File: config.mk
export PLATFORM = sky130hd
export DESIGN_NAME = bounded_doubly_linked_list
export DESIGN_NICKNAME = d
export VERILOG_FILES = /design/src/sv/bdll_pkg.sv /design/src/sv/bdll_ram.sv /design/src/sv/bdll_ctrl.sv /design/src/sv/bdll_dpath.sv /design/src/sv/bounded_doubly_linked_list.sv
export SDC_FILE = /design/constraint.sdc
export NUM_CORES = 1
export LEC_CHECK = 0
export BUFFER_PORTS_ARGS = -buffer_cell sky130_fd_sc_hd__buf_4
export CELL_PAD_IN_SITES_DETAIL_PLACEMENT = 1
export CELL_PAD_IN_SITES_GLOBAL_PLACEMENT = 1
export CORE_AREA = 3 3 324 326
export CTS_CLUSTER_DIAMETER = 200
export DETAILED_ROUTE_END_ITERATION = 10
export DIE_AREA = 0 0 327 329
export GPL_ROUTABILITY_DRIVEN = 0
export HOLD_SLACK_MARGIN = 0.1
export PLACE_DENSITY_LB_ADDON = 0.08
export SLEW_MARGIN = 25
export SYNTH_ARGS = -nofsm -noshare
export SYNTH_HDL_FRONTEND = slang
export SYNTH_SLANG_ARGS = --single-unit
File: constraint.sdc
create_clock -name clk -period 5.8 [get_ports clk]
set_clock_uncertainty 0.1 [all_clocks]
set_input_delay 0.58 -clock clk [delete_from_list [all_inputs] [get_ports clk]]
set_output_delay 0.58 -clock clk [all_outputs]
set_load 0.01 [all_outputs]
File: src/sv/bdll_pkg.sv
// bdll_pkg: shared codes, field widths and controller/datapath interface types
// for the bounded doubly linked list; depends on nothing
`default_nettype none

package bdll_pkg;

    // field widths of the request and result beats
    localparam int OP_W     = 3;
    localparam int POS_W    = 8;
    localparam int VAL_W    = 32;
    localparam int STATUS_W = 2;
    localparam int LEN_W    = 5;

    // operation codes
    localparam logic [OP_W-1:0] OP_INS_FRONT = 3'd0;
    localparam logic [OP_W-1:0] OP_INS_BACK  = 3'd1;
    localparam logic [OP_W-1:0] OP_INS_AT    = 3'd2;
    localparam logic [OP_W-1:0] OP_DEL_FRONT = 3'd3;
    localparam logic [OP_W-1:0] OP_DEL_BACK  = 3'd4;
    localparam logic [OP_W-1:0] OP_DEL_AT    = 3'd5;
    localparam logic [OP_W-1:0] OP_SEARCH    = 3'd6;
    localparam logic [OP_W-1:0] OP_COUNT     = 3'd7;

    // status codes
    localparam logic [STATUS_W-1:0] ST_OK      = 2'd0;
    localparam logic [STATUS_W-1:0] ST_EMPTY   = 2'd1;
    localparam logic [STATUS_W-1:0] ST_INVALID = 2'd2;
    localparam logic [STATUS_W-1:0] ST_FULL    = 2'd3;

    // walk pointer start selection
    localparam logic [1:0] SEL_NIL  = 2'd0;
    localparam logic [1:0] SEL_HEAD = 2'd1;
    localparam logic [1:0] SEL_TAIL = 2'd2;

    // commands from controller to datapath
    typedef struct packed {
        logic                load;
        logic                set_cur;
        logic [1:0]          cur_sel;
        logic                rd_cur;
        logic                adv;
        logic                ins_w1;
        logic                ins_w2;
        logic                del_w;
        logic                set_found;
        logic                finish;
        logic [STATUS_W-1:0] fin_status;
    } cmd_t;

    // status from datapath to controller
    typedef struct packed {
        logic [OP_W-1:0] op;
        logic            empty;
        logic            full;
        logic            ins_pos_bad;
        logic            del_pos_bad;
        logic            first_pos;
        logic            walk_done;
        logic            hit;
        logic            next_nil;
    } dp_sts_t;

endpackage

`default_nettype wire

File: src/sv/bdll_ram.sv
// bdll_ram: generic single-write, single-read memory with registered read data
// no dependencies
`default_nettype none

module bdll_ram #(
    parameter int WIDTH = 8,
    parameter int DEPTH = 16
) (
    input  wire logic                     clk,
    input  wire logic                     we,
    input  wire logic [$clog2(DEPTH)-1:0] waddr,
    input  wire logic [WIDTH-1:0]         wdata,
    input  wire logic [$clog2(DEPTH)-1:0] raddr,
    output logic      [WIDTH-1:0]         rdata
);

    logic [WIDTH-1:0] mem [DEPTH];

    // write port and registered read port
    always_ff @(posedge clk)
    begin
        if (we)
        begin
            mem[waddr] <= wdata;
        end
        rdata <= mem[raddr];
    end

endmodule

`default_nettype wire

File: src/sv/bdll_ctrl.sv
// bdll_ctrl: request sequencer for the linked list
// depends on bdll_pkg for command and status types
`default_nettype none

module bdll_ctrl (
    input  wire logic              clk,
    input  wire logic              rst_n,
    input  wire logic              start,
    input  wire bdll_pkg::dp_sts_t sts,
    output logic                   busy,
    output bdll_pkg::cmd_t         cmd
);

    import bdll_pkg::*;

    localparam logic [3:0] S_IDLE = 4'd0;
    localparam logic [3:0] S_DEC  = 4'd1;
    localparam logic [3:0] S_WCHK = 4'd2;
    localparam logic [3:0] S_WADV = 4'd3;
    localparam logic [3:0] S_IRD  = 4'd4;
    localparam logic [3:0] S_IW1  = 4'd5;
    localparam logic [3:0] S_IW2  = 4'd6;
    localparam logic [3:0] S_DRD  = 4'd7;
    localparam logic [3:0] S_DW   = 4'd8;
    localparam logic [3:0] S_SRD  = 4'd9;
    localparam logic [3:0] S_SCMP = 4'd10;
    localparam logic [3:0] S_FIN  = 4'd11;

    logic [3:0]          state_reg, state_next;
    logic [STATUS_W-1:0] st_reg, st_next;

    // state and pending status
    always_ff @(posedge clk or negedge rst_n)
    begin
        if (!rst_n)
        begin
            state_reg <= S_IDLE;
            st_reg    <= ST_OK;
        end
        else
        begin
            state_reg <= state_next;
            st_reg    <= st_next;
        end
    end

    assign busy = (state_reg != S_IDLE);

    // next state and command decode
    always_comb
    begin
        state_next     = state_reg;
        st_next        = st_reg;
        cmd            = '0;
        cmd.fin_status = st_reg;
        case (state_reg)
            S_IDLE:
            begin
                if (start)
                begin
                    cmd.load   = 1'b1;
                    state_next = S_DEC;
                end
            end
            S_DEC:
            begin
                st_next = ST_OK;
                case (sts.op)
                    OP_INS_FRONT, OP_INS_BACK:
                    begin
                        if (sts.full)
                        begin
                            st_next    = ST_FULL;
                            state_next = S_FIN;
                        end
                        else
                        begin
                            cmd.set_cur = 1'b1;
                            cmd.cur_sel = (sts.op == OP_INS_FRONT) ? SEL_NIL : SEL_TAIL;
                            state_next  = S_IRD;
                        end
                    end
                    OP_INS_AT:
                    begin
                        if (sts.ins_pos_bad)
                        begin
                            st_next    = ST_INVALID;
                            state_next = S_FIN;
                        end
                        else if (sts.full)
                        begin
                            st_next    = ST_FULL;
                            state_next = S_FIN;
                        end
                        else if (sts.first_pos)
                        begin
                            cmd.set_cur = 1'b1;
                            cmd.cur_sel = SEL_NIL;
                            state_next  = S_IRD;
                        end
                        else
                        begin
                            cmd.set_cur = 1'b1;
                            cmd.cur_sel = SEL_HEAD;
                            state_next  = S_WCHK;
                        end
                    end
                    OP_DEL_FRONT, OP_DEL_BACK:
                    begin
                        if (sts.empty)
                        begin
                            st_next    = ST_EMPTY;
                            state_next = S_FIN;
                        end
                        else
                        begin
                            cmd.set_cur = 1'b1;
                            cmd.cur_sel = (sts.op == OP_DEL_FRONT) ? SEL_HEAD : SEL_TAIL;
                            state_next  = S_DRD;
                        end
                    end
                    OP_DEL_AT:
                    begin
                        if (sts.empty)
                        begin
                            st_next    = ST_EMPTY;
                            state_next = S_FIN;
                        end
                        else if (sts.del_pos_bad)
                        begin
                            st_next    = ST_INVALID;
                            state_next = S_FIN;
                        end
                        else
                        begin
                            cmd.set_cur = 1'b1;
                            cmd.cur_sel = SEL_HEAD;
                            state_next  = S_WCHK;
                        end
                    end
                    OP_SEARCH:
                    begin
                        if (sts.empty)
                        begin
                            st_next    = ST_EMPTY;
                            state_next = S_FIN;
                        end
                        else
                        begin
                            cmd.set_cur = 1'b1;
                            cmd.cur_sel = SEL_HEAD;
                            state_next  = S_SRD;
                        end
                    end
                    default:
                    begin
                        st_next    = sts.empty ? ST_EMPTY : ST_OK;
                        state_next = S_FIN;
                    end
                endcase
            end
            // positional walk: check the position, then read and advance one link
            S_WCHK:
            begin
                if (sts.walk_done)
                begin
                    state_next = (sts.op == OP_INS_AT) ? S_IRD : S_DRD;
                end
                else
                begin
                    cmd.rd_cur = 1'b1;
                    state_next = S_WADV;
                end
            end
            S_WADV:
            begin
                cmd.adv    = 1'b1;
                state_next = S_WCHK;
            end
            // insert after the walk node
            S_IRD:
            begin
                cmd.rd_cur = 1'b1;
                state_next = S_IW1;
            end
            S_IW1:
            begin
                cmd.ins_w1 = 1'b1;
                state_next = S_IW2;
            end
            S_IW2:
            begin
                cmd.ins_w2 = 1'b1;
                state_next = S_FIN;
            end
            // unlink the walk node
            S_DRD:
            begin
                cmd.rd_cur = 1'b1;
                state_next = S_DW;
            end
            S_DW:
            begin
                cmd.del_w  = 1'b1;
                state_next = S_FIN;
            end
            // search walk
            S_SRD:
            begin
                cmd.rd_cur = 1'b1;
                state_next = S_SCMP;
            end
            S_SCMP:
            begin
                if (sts.hit)
                begin
                    cmd.set_found = 1'b1;
                    state_next    = S_FIN;
                end
                else if (sts.next_nil)
                begin
                    state_next = S_FIN;
                end
                else
                begin
                    cmd.adv    = 1'b1;
                    state_next = S_SRD;
                end
            end
            S_FIN:
            begin
                cmd.finish = 1'b1;
                state_next = S_IDLE;
            end
            default:
            begin
                state_next = S_IDLE;
            end
        endcase
    end

endmodule

`default_nettype wire

File: src/sv/bdll_dpath.sv
// bdll_dpath: node store, allocation stack, list pointers and result registers
// depends on bdll_pkg and bdll_ram
`default_nettype none

module bdll_dpath #(
    parameter int CAPACITY   = 16,
    parameter int DATA_WIDTH = 32
) (
    input  wire logic                                 clk,
    input  wire logic                                 rst_n,
    input  wire bdll_pkg::cmd_t                       cmd,
    input  wire logic        [bdll_pkg::OP_W-1:0]     operation,
    input  wire logic        [bdll_pkg::POS_W-1:0]    position,
    input  wire logic signed [bdll_pkg::VAL_W-1:0]    value,
    output bdll_pkg::dp_sts_t                         sts,
    output logic                                      done,
    output logic             [bdll_pkg::STATUS_W-1:0] status,
    output logic                                      found,
    output logic             [bdll_pkg::LEN_W-1:0]    length
);

    import bdll_pkg::*;

    localparam int IW = $clog2(CAPACITY + 1);
    localparam int AW = $clog2(CAPACITY);
    localparam logic [IW-1:0] NIL = IW'(CAPACITY);

    // list state
    logic [IW-1:0] head_reg, tail_reg, cnt_reg, hwm_reg, stk_reg;
    // walk and request registers
    logic [IW-1:0]         cur_reg, n_reg, succ_reg;
    logic [POS_W-1:0]      k_reg, tgt_reg, pos_reg;
    logic [OP_W-1:0]       op_reg;
    logic [DATA_WIDTH-1:0] val_reg;
    logic                  found_reg, done_reg;
    logic [STATUS_W-1:0]   status_reg;
    logic                  found_out_reg;
    logic [LEN_W-1:0]      length_reg;

    // memory ports
    logic                  val_we, nxt_we, prv_we, stk_we;
    logic [AW-1:0]         val_wa, nxt_wa, prv_wa, stk_wa, stk_ra, rd_a;
    logic [DATA_WIDTH-1:0] val_wd, val_rd;
    logic [IW-1:0]         nxt_wd, nxt_rd, prv_wd, prv_rd, stk_rd;

    logic [IW-1:0] stk_dec, succ_c, n_c;

    assign rd_a    = cur_reg[AW-1:0];
    assign stk_dec = stk_reg - IW'(1);
    assign stk_ra  = stk_dec[AW-1:0];
    assign succ_c  = (cur_reg < NIL) ? nxt_rd : head_reg;
    assign n_c     = (stk_reg != '0) ? stk_rd : hwm_reg;

    bdll_ram #(.WIDTH(DATA_WIDTH), .DEPTH(CAPACITY)) u_val (
        .clk(clk), .we(val_we), .waddr(val_wa), .wdata(val_wd), .raddr(rd_a), .rdata(val_rd)
    );
    bdll_ram #(.WIDTH(IW), .DEPTH(CAPACITY)) u_nxt (
        .clk(clk), .we(nxt_we), .waddr(nxt_wa), .wdata(nxt_wd), .raddr(rd_a), .rdata(nxt_rd)
    );
    bdll_ram #(.WIDTH(IW), .DEPTH(CAPACITY)) u_prv (
        .clk(clk), .we(prv_we), .waddr(prv_wa), .wdata(prv_wd), .raddr(rd_a), .rdata(prv_rd)
    );
    bdll_ram #(.WIDTH(IW), .DEPTH(CAPACITY)) u_stk (
        .clk(clk), .we(stk_we), .waddr(stk_wa), .wdata(cur_reg), .raddr(stk_ra), .rdata(stk_rd)
    );

    // memory write selection
    always_comb
    begin
        val_we = cmd.ins_w1;
        val_wa = n_c[AW-1:0];
        val_wd = val_reg;
        nxt_we = 1'b0;
        nxt_wa = n_c[AW-1:0];
        nxt_wd = succ_c;
        prv_we = 1'b0;
        prv_wa = n_c[AW-1:0];
        prv_wd = cur_reg;
        stk_we = cmd.del_w;
        stk_wa = stk_reg[AW-1:0];
        if (cmd.ins_w1)
        begin
            nxt_we = 1'b1;
            prv_we = 1'b1;
        end
        else if (cmd.ins_w2)
        begin
            nxt_we = (cur_reg < NIL);
            nxt_wa = cur_reg[AW-1:0];
            nxt_wd = n_reg;
            prv_we = (succ_reg < NIL);
            prv_wa = succ_reg[AW-1:0];
            prv_wd = n_reg;
        end
        else if (cmd.del_w)
        begin
            nxt_we = (prv_rd < NIL);
            nxt_wa = prv_rd[AW-1:0];
            nxt_wd = nxt_rd;
            prv_we = (nxt_rd < NIL);
            prv_wa = nxt_rd[AW-1:0];
            prv_wd = prv_rd;
        end
    end

    // list pointers, count and allocation state
    always_ff @(posedge clk or negedge rst_n)
    begin
        if (!rst_n)
        begin
            head_reg <= NIL;
            tail_reg <= NIL;
            cnt_reg  <= '0;
            hwm_reg  <= '0;
            stk_reg  <= '0;
            done_reg <= 1'b0;
        end
        else
        begin
            done_reg <= cmd.finish;
            if (cmd.ins_w1)
            begin
                if (stk_reg != '0)
                begin
                    stk_reg <= stk_dec;
                end
                else
                begin
                    hwm_reg <= hwm_reg + IW'(1);
                end
            end
            if (cmd.ins_w2)
            begin
                if (!(cur_reg < NIL))
                begin
                    head_reg <= n_reg;
                end
                if (!(succ_reg < NIL))
                begin
                    tail_reg <= n_reg;
                end
                cnt_reg <= cnt_reg + IW'(1);
            end
            if (cmd.del_w)
            begin
                if (!(prv_rd < NIL))
                begin
                    head_reg <= nxt_rd;
                end
                if (!(nxt_rd < NIL))
                begin
                    tail_reg <= prv_rd;
                end
                cnt_reg <= cnt_reg - IW'(1);
                stk_reg <= stk_reg + IW'(1);
            end
        end
    end

    // request capture, walk pointer and results
    always_ff @(posedge clk)
    begin
        if (cmd.load)
        begin
            op_reg    <= operation;
            pos_reg   <= position;
            tgt_reg   <= (operation == OP_INS_AT) ? position - POS_W'(1) : position;
            val_reg   <= DATA_WIDTH'(value);
            found_reg <= 1'b0;
        end
        if (cmd.set_found)
        begin
            found_reg <= 1'b1;
        end
        if (cmd.set_cur)
        begin
            k_reg <= POS_W'(1);
            case (cmd.cur_sel)
                SEL_HEAD: cur_reg <= head_reg;
                SEL_TAIL: cur_reg <= tail_reg;
                default:  cur_reg <= NIL;
            endcase
        end
        else if (cmd.adv)
        begin
            cur_reg <= nxt_rd;
            k_reg   <= k_reg + POS_W'(1);
        end
        if (cmd.ins_w1)
        begin
            n_reg    <= n_c;
            succ_reg <= succ_c;
        end
        if (cmd.finish)
        begin
            status_reg    <= cmd.fin_status;
            found_out_reg <= found_reg;
            length_reg    <= LEN_W'(cnt_reg);
        end
    end

    // status toward the controller
    always_comb
    begin
        sts.op          = op_reg;
        sts.empty       = (cnt_reg == '0);
        sts.full        = (cnt_reg == NIL);
        sts.ins_pos_bad = (pos_reg == '0) || (10'(pos_reg) > (10'(cnt_reg) + 10'd1));
        sts.del_pos_bad = (pos_reg == '0) || (10'(pos_reg) > 10'(cnt_reg));
        sts.first_pos   = (pos_reg == POS_W'(1));
        sts.walk_done   = (k_reg == tgt_reg);
        sts.hit         = (val_rd == val_reg);
        sts.next_nil    = !(nxt_rd < NIL);
    end

    assign done   = done_reg;
    assign status = status_reg;
    assign found  = found_out_reg;
    assign length = length_reg;

endmodule

`default_nettype wire

File: src/sv/bounded_doubly_linked_list.sv
// Bounded doubly linked list: controller and datapath with a RAM node store.
// A request is decoded and ends in the finish state before done; inserts read the walk node,
// then write the new node and relink its neighbours, deletes read, then unlink, positional
// requests walk link by link first; search compares node by node; all reads are registered.
// One request at a time; busy is high until the done beat, the receiver cannot stall.
// Reset empties the list at once; the node store needs no clearing pass.
`default_nettype none

module bounded_doubly_linked_list #(
    parameter int CAPACITY   = 16,
    parameter int DATA_WIDTH = 32
) (
    input  wire logic                                 clk,
    input  wire logic                                 rst_n,
    input  wire logic                                 start,
    output logic                                      busy,
    input  wire logic        [bdll_pkg::OP_W-1:0]     operation,
    input  wire logic        [bdll_pkg::POS_W-1:0]    position,
    input  wire logic signed [bdll_pkg::VAL_W-1:0]    value,
    output logic                                      done,
    output logic             [bdll_pkg::STATUS_W-1:0] status,
    output logic                                      found,
    output logic             [bdll_pkg::LEN_W-1:0]    length
);

    import bdll_pkg::*;

    cmd_t    cmd;
    dp_sts_t sts;

    // sequencer
    bdll_ctrl u_ctrl (
        .clk(clk), .rst_n(rst_n), .start(start), .sts(sts), .busy(busy), .cmd(cmd)
    );

    // store and pointers
    bdll_dpath #(.CAPACITY(CAPACITY), .DATA_WIDTH(DATA_WIDTH)) u_dpath (
        .clk(clk), .rst_n(rst_n), .cmd(cmd), .operation(operation), .position(position),
        .value(value), .sts(sts), .done(done), .status(status), .found(found),
        .length(length)
    );

    // an accepted request never completes in the next cycle
    a_no_early_done: assert property (@(posedge clk) disable iff (!rst_n)
        (start && !busy) |=> !done)
        else $error("done beat right after accept");

    // full status only with a full store
    a_full_len: assert property (@(posedge clk) disable iff (!rst_n)
        (done && status == ST_FULL) |-> (length == LEN_W'(CAPACITY)))
        else $error("full status with spare nodes");

    // empty status reports an empty list and no hit
    a_empty_len: assert property (@(posedge clk) disable iff (!rst_n)
        (done && status == ST_EMPTY) |-> (length == '0 && !found))
        else $error("empty status with elements or hit");

    // a hit is always an ok beat
    a_found_ok: assert property (@(posedge clk) disable iff (!rst_n)
        (done && found) |-> (status == ST_OK))
        else $error("found with error status");

endmodule

`default_nettype wire
==> run metrics, run 1 <==
status=finished, final reports clean; net switching power figure=6.39 mW; kind of critical path=reg -> reg; Final Util=41.2%; postcts setup bufs=0; share of the synthesized area in the top cell type=69.4%; Final TNS setup=0 ns; area grow syn2layout=17.8%; leakage=13.5 nW; Max Transition Viols Final=0; RR Endpoint=u_dpath.u_val.mem[5][30]; post-DR vias/cell=5.09; Mapped Nets=1804; Ys Warns=0; Num Clock Sinks=914; clock root cell=clkbuf_16; Final Critical Period=4.04 ns; Post-Route WL=88.8 mm; sw frac=30.4%; Final #Nets=1980; number of port buffers=55; initial drt markers=1218; Final Hold Fails=0; Avg Inst Size Synth=20.6 um2; Post-synth EDFFs=826; Die H=329 um; worst-margin pin slew=1.01 ns; CTS H-Tree Depth=3; max-cap check violation count=0; r2r startpoint=u_dpath.stk_reg[1]; Skew-Pair Late Insertion Delay=0.67 ns; vias in the first global route=18.7k; cell row count=117; setup violators final=0; worst vdd ir=0.000293 V; first-pass GRT wire length=131 mm; GRT Total Usage=16.7%; die width=327 um; clock buffer depth=3; Critical Path RT=6.03 ns; Post-CTS Resized=0; Detailed Place HPWL=55.7 mm; Num CTS Buffers=101; Hold Path Class=in -> async; commonest non-fill, non-tap cells in the layout=edfxtp_1 (826), mux4_2 (235), clkbuf_16 (104); Synth area leaders=edfxtp_1 (69%), mux4_2 (15%), dfxtp_1 (3.1%); Residual DRC=0; FILL cells=9564; io pins=56; CTS tree=yes; ys flop type=edfxtp_1; Reg power frac=41.6%; leading area contributor after synthesis=edfxtp_1; Comb pwr share=27.1%; Reg clk slew, reported paths=0.06 ns; die area=0.108 mm2; antenna viol nets, final=0; largest register by flop count=u_dpath.u_val.mem; sequential area share after synthesis=74.8%; Clk pwr share=31.3%; Seq cells post-synth=914; Core Region=0.102 mm2; fraction of layout cells with a size suffix above 1=27.4%; Routed WL per cell=26.4 um; crit path DAT=4.28 ns; final period utilization=69.7%; via count=17.1k; most common cell after layout, fill and taps aside=edfxtp_1; cell count after synthesis=1732; cell area after synthesis=0.0357 mm2; Fmax=247 MHz; largest net degree at the start of global routing=97; max FFs per register=512; antenna violations before repair=1; depth of the most critical reg-to-reg path=7; Worst Setup End Kind=flop; Startpoint Class=flop; relative slew slack=33.0%; Yosys cell types=74; drt first pass iters=7; ant diodes=0; total grt overflow=0; PwrDens=499 mW/mm2; r2r setup slk=1.76 ns; CP max FO=19; RSZ-0062 raised after global routing=no; initial core utilization=35.0%; fraction of registers with async set/reset=3.50%; P_int=14.6 mW
[power by group through the flow]
stage	sequential (mW)	clock (mW)	combinational [mW]
2_1_floorplan	8.67	0	3.88
3_5_place_dp	8.90	0	5.84
5_1_grt	8.82	7.03	6.20
4_1_cts	8.76	6.79	5.89
6_report	8.75	6.57	5.69
3_3_place_gp	8.88	0	5.81
[per-stage QoR]
step | std cells | power (mW) | area (um2) | setup slack, ns | hold slack (ns)
2_1_floorplan | 1732 | 12.5 | 35700 | 0.862 | 0.184
3_3_place_gp | 3122 | 14.7 | 38000 | 1.76 | 0.355
3_5_place_dp | 3129 | 14.7 | 38200 | 1.75 | 0.377
4_1_cts | 3364 | 21.4 | 42100 | 1.74 | 0.317
5_1_grt | 3364 | 22.0 | 42100 | 1.47 | 0.346
6_report | 3364 | 21.0 | 42100 | 1.76 | 0.370
[per-layer routing]
layer  GRT usage, %  vias to the layer above  routed length, um
met5              0                        -                  0
met4           3.91                        0               1630
met3           2.37                      101               2840
met2           27.9                      311              43700
met1           23.3                     9243              40600
li1               -                     7470                  -
[worst max-delay path, cell delays in order (launching register included)]
cell	delay, ns
dfrtp_1	0.43
inv_1	0.12
ha_2	0.24
nor4b_4	0.61
mux2i_1	0.73
nand2_1	0.41
nor2_4	0.62
buf_4	0.43
[cell type report]
class	count	area, um2	share of cell area, %
multi-input combinational	718	8720	20.7
clock inverter	48	553	1.31
sequential	914	26700	63.5
inverter	27	101	0.241
timing repair buffer	146	1350	3.22
tap	1368	1710	4.07
clock buffer	143	2920	6.94
[worst max-delay path by stage]
stage                             from                       end
CTS                 u_dpath.stk_reg[1]  u_dpath.u_val.mem[5][30]
finish              u_dpath.stk_reg[1]  u_dpath.u_val.mem[5][30]
global placement    u_dpath.cnt_reg[2]        u_dpath.cur_reg[4]
global route        u_dpath.cnt_reg[2]        u_dpath.cur_reg[4]
detailed placement  u_dpath.stk_reg[1]  u_dpath.u_val.mem[5][28]
floorplan           u_dpath.stk_reg[0]   u_dpath.u_val.mem[0][0]
[logic make-up after synthesis]
| group | after synthesis | synth area share (%) |
|---|---|---|
| flip-flops | 914 | 74.8 |
| XOR/XNOR | 69 | 1.69 |
| AO/OA/AOI/OAI | 103 | 2.23 |
| AND/OR/NAND/NOR | 257 | 3.55 |
| adder cells (fa/ha/maj) | 26 | 0.931 |
| multiplexers | 263 | 15.6 |
| buffers and inverters | 100 | 1.17 |
[synth_stat cells (4+ instances only)]
cell        n
clkbuf_1   36
nand2_1    51
a22oi_1     5
inv_1      26
buf_2      21
xnor2_1    64
mux4_2    235
a21o_1      4
dfrtp_1    30
dfxtp_1    56
a221o_1    18
nor3_1     17
nor2_1    100
nand3b_1    7
mux2_2     10
a21oi_1    20
ha_1       25
buf_1      14
mux2i_1    16
nand3_1    15
and2_1      7
nand2b_1   14
nor4_1      5
nand4_1    13
edfxtp_1  826
xor2_1      5
o21ai_0    17
and3_1      5
[timing repair]
item	CTS	global route
hold buffers	44	0
setup endpoints to repair	0	0
endpoints found under the hold margin	74	0
(Power assumes the default switching activity.)
==> inputs of run 2 (changes only) <==
ABC_AREA = 1   (was unset)
CORE_AREA = 3 3 328 330   (was 3 3 324 326)
DIE_AREA = 0 0 331 333   (was 0 0 327 329)
clock period = 3.6 ns   (was 5.8 ns; I/O delays follow)
==> run metrics, run 2 <==
cell row count=119 (+1.7%); RSZ-0062 raised after global routing=no; Die H=333 um (+1.2%); CP max FO=6 (-13); Worst path slowest cell=dfrtp_1; Final TNS setup=0 ns (unchanged); clock buffer depth=3 (unchanged); Detailed Place HPWL=58.3 mm (+4.6%); die area=0.110 mm2 (+2.5%); Core Region=0.105 mm2 (+3.0%); Critical Path RT=3.90 ns (-2.13 ns); setup violators final=0 (unchanged); total grt overflow=0 (unchanged); die width=331 um (+1.2%); Fmax=308 MHz (+25%); Final Util=41.2% (-0.081 points); Hold WS=0.289 ns (-0.0809 ns); count leader, synth=edfxtp_1; initial core utilization=34.9% (-0.16 points); Top delay family on crit path=simple AND/OR/NAND/NOR gates; depth of the most critical reg-to-reg path=18 (+11); largest register by flop count=u_dpath.u_val.mem; PwrDens=832 mW/mm2 (+67%); fraction of layout cells with a size suffix above 1=11.8% (-16 points); Skew-Pair Late Insertion Delay=0.69 ns (+0.02 ns); Num Clock Sinks=914 (unchanged); RR Endpoint=u_dpath.cur_reg[4]; antenna violations before repair=0 (-1); sequential area share after synthesis=72.9% (-1.9 points); r2r startpoint=u_dpath.cnt_reg[0]; kind of critical path=reg -> reg; CTS tree=yes; cell count after synthesis=2837 (+64%); largest net degree at the start of global routing=148 (+53%); via count=23.1k (+35%); clock root cell=clkbuf_16; Startpoint Class=flop; Mapped Nets=2909 (+61%); post-DR vias/cell=5.20 (+2.1%); Final Critical Period=3.24 ns (-0.799 ns); r2r setup slk=0.36 ns (-1.40 ns); Most common cell on crit path=nand2_1; ys flop type=edfxtp_1; relative slew slack=36.3% (+3.3 points); max FFs per register=512 (unchanged); Yosys cell types=53 (-28%); Critical path buffers and inverters=1 (-1); Reg clk slew, reported paths=0.06 ns (about the same); drt first pass iters=5 (-2); CP cell instances=ha_1 > nand3_1 > xor2_1 > ha_1 > nand2_1 > nor2_1 > nor2_1 > nand3_1 > nand2_1 > nand4_1 > nand2_1 > a21oi_1 > nor2_1 > inv_1 > ha_1 > a221o_1 > nand3_1 > nand2_1; area grow syn2layout=18.1%; Post-synth EDFFs=826 (unchanged); Synth area leaders=edfxtp_1 (68%), o21ai_0 (5.4%), nor2_1 (5.2%); worst-margin pin slew=0.956 ns (-0.0500 ns); Seq cells post-synth=914 (unchanged); Design Power=36.0 mW (+71%); postcts setup bufs=0 (unchanged); max incr delay on CP=0.45 ns (-0.28 ns); share of the synthesized area in the top cell type=67.7% (-1.7 points); number of port buffers=55 (unchanged); leakage=14.5 nW (+7.2%); Hold Path Class=in -> reg; max-cap check violation count=0 (unchanged); ant diodes=0 (unchanged); Avg Inst Size Synth=12.9 um2 (-37%); Max Transition Viols Final=0 (unchanged); commonest non-fill, non-tap cells in the layout=edfxtp_1 (826), nor2_1 (491), o21ai_0 (395); WHS Path Cells=2; Post-Route WL=105 mm (+18%); status=finished, final reports clean; CTS H-Tree Depth=3 (unchanged); Worst Setup End Kind=flop; Final #Nets=3039 (+53%); cell area after synthesis=0.0366 mm2 (+2.5%); Num CTS Buffers=103 (+2.0%); crit path DAT=3.54 ns (-0.74 ns); GRT Total Usage=19.0% (+2.3 points); fraction of registers with async set/reset=3.50% (unchanged); vias in the first global route=24.7k (+32%); leading cell types by count after synthesis=edfxtp_1 (826), nor2_1 (504), o21ai_0 (395); WHS Endpoint=u_dpath.val_reg[26]; hold path start=value[26]; antenna viol nets, final=0 (unchanged); hold-fix buffers at CTS=47 (+6.8%); FILL cells=10.9k (+14%); final period utilization=90.1% (+20 points); leading area contributor after synthesis=edfxtp_1; initial drt markers=1459 (+20%); Residual DRC=0 (unchanged); worst vdd ir=0.000620 V (+110%); Final Hold Fails=0 (unchanged); first-pass GRT wire length=158 mm (+20%); Ys Warns=0 (unchanged); Routed WL per cell=23.6 um (-11%); Post-CTS Resized=0 (unchanged); most common cell after layout, fill and taps aside=edfxtp_1; io pins=56 (unchanged)
-- run 2: cell count changes after synthesis, moves of 81 or more --
cell      before  now
nor2_1       100  504
nand2_1       51  228
o221ai_1       3  135
clkbuf_1      36  140
o21ai_0       17  395
mux4_2       235    0
nand3_1       15   96
-- run 2: metrics by stage --
stage / instances / worst slack, ns / area, um2
after floorplan: 2837 / -0.367 / 36700
after global placement: 4206 / 0.385 / 39200
after detailed placement: 4206 / 0.347 / 39200
after CTS: 4446 / 0.301 / 43300
after global routing: 4446 / 0.0253 / 43300
final: 4446 / 0.357 / 43300
-- run 2: area by class of cell --
| type | instances | area [um2] | share of cell area (%) |
|---|---|---|---|
| multi-input cells | 1664 | 9060 | 20.9 |
| inverters | 101 | 394 | 0.911 |
| well taps | 1391 | 1740 | 4.02 |
| repair buffers | 183 | 1790 | 4.14 |
| clock inverters | 50 | 667 | 1.54 |
| clock buffers | 143 | 2890 | 6.68 |
| flip-flops and latches | 914 | 26700 | 61.8 |
-- run 2: how the worst max path moves through the flow --
stage                             start                  endpoint  slack [ns]  cells after the start
finish               u_dpath.cnt_reg[0]        u_dpath.cur_reg[4]        0.36                     18
global route         u_dpath.cnt_reg[0]        u_dpath.cur_reg[4]        0.03                     18
CTS                 u_dpath.val_reg[24]        u_dpath.cur_reg[0]        0.30                     10
detailed placement   u_dpath.cnt_reg[0]        u_dpath.cur_reg[4]        0.35                     17
global placement     u_dpath.cnt_reg[0]        u_dpath.cur_reg[4]        0.38                     17
floorplan            u_dpath.stk_reg[0]  u_dpath.u_val.mem[10][0]       -0.37                     11
-- run 2: cell families after synthesis --
| logic type | count (synthesis) | share of synthesized area [%] |
|---|---|---|
| AOI/OAI and AO/OA | 680 | 11.5 |
| muxes | 7 | 0.191 |
| buffers and inverters | 259 | 2.74 |
| adders and majority gates | 26 | 0.908 |
| and+or+nand+nor | 880 | 10.0 |
| xor gates and xnor gates | 71 | 1.70 |
| DFF | 914 | 72.9 |
-- run 2: layer usage --
| metal | GRT usage, % | up-vias | routed length, um | part of all wire, % |
|---|---|---|---|---|
| met2 | 32.4 | 333 | 51500 | 49 |
| met5 | 0 | - | 0 | 0 |
| met3 | 2.72 | 141 | 3210 | 3.1 |
| met1 | 25.4 | 11900 | 47400 | 45 |
| met4 | 5.12 | 0 | 2710 | 2.6 |
| li1 | - | 10700 | - | - |
-- run 2: power by group --
part           total (mW)  internal [mW]  switching, mW
Combinational        11.3           3.24           8.05
Sequential           13.8           13.2          0.627
Clock                10.9           6.62           4.28
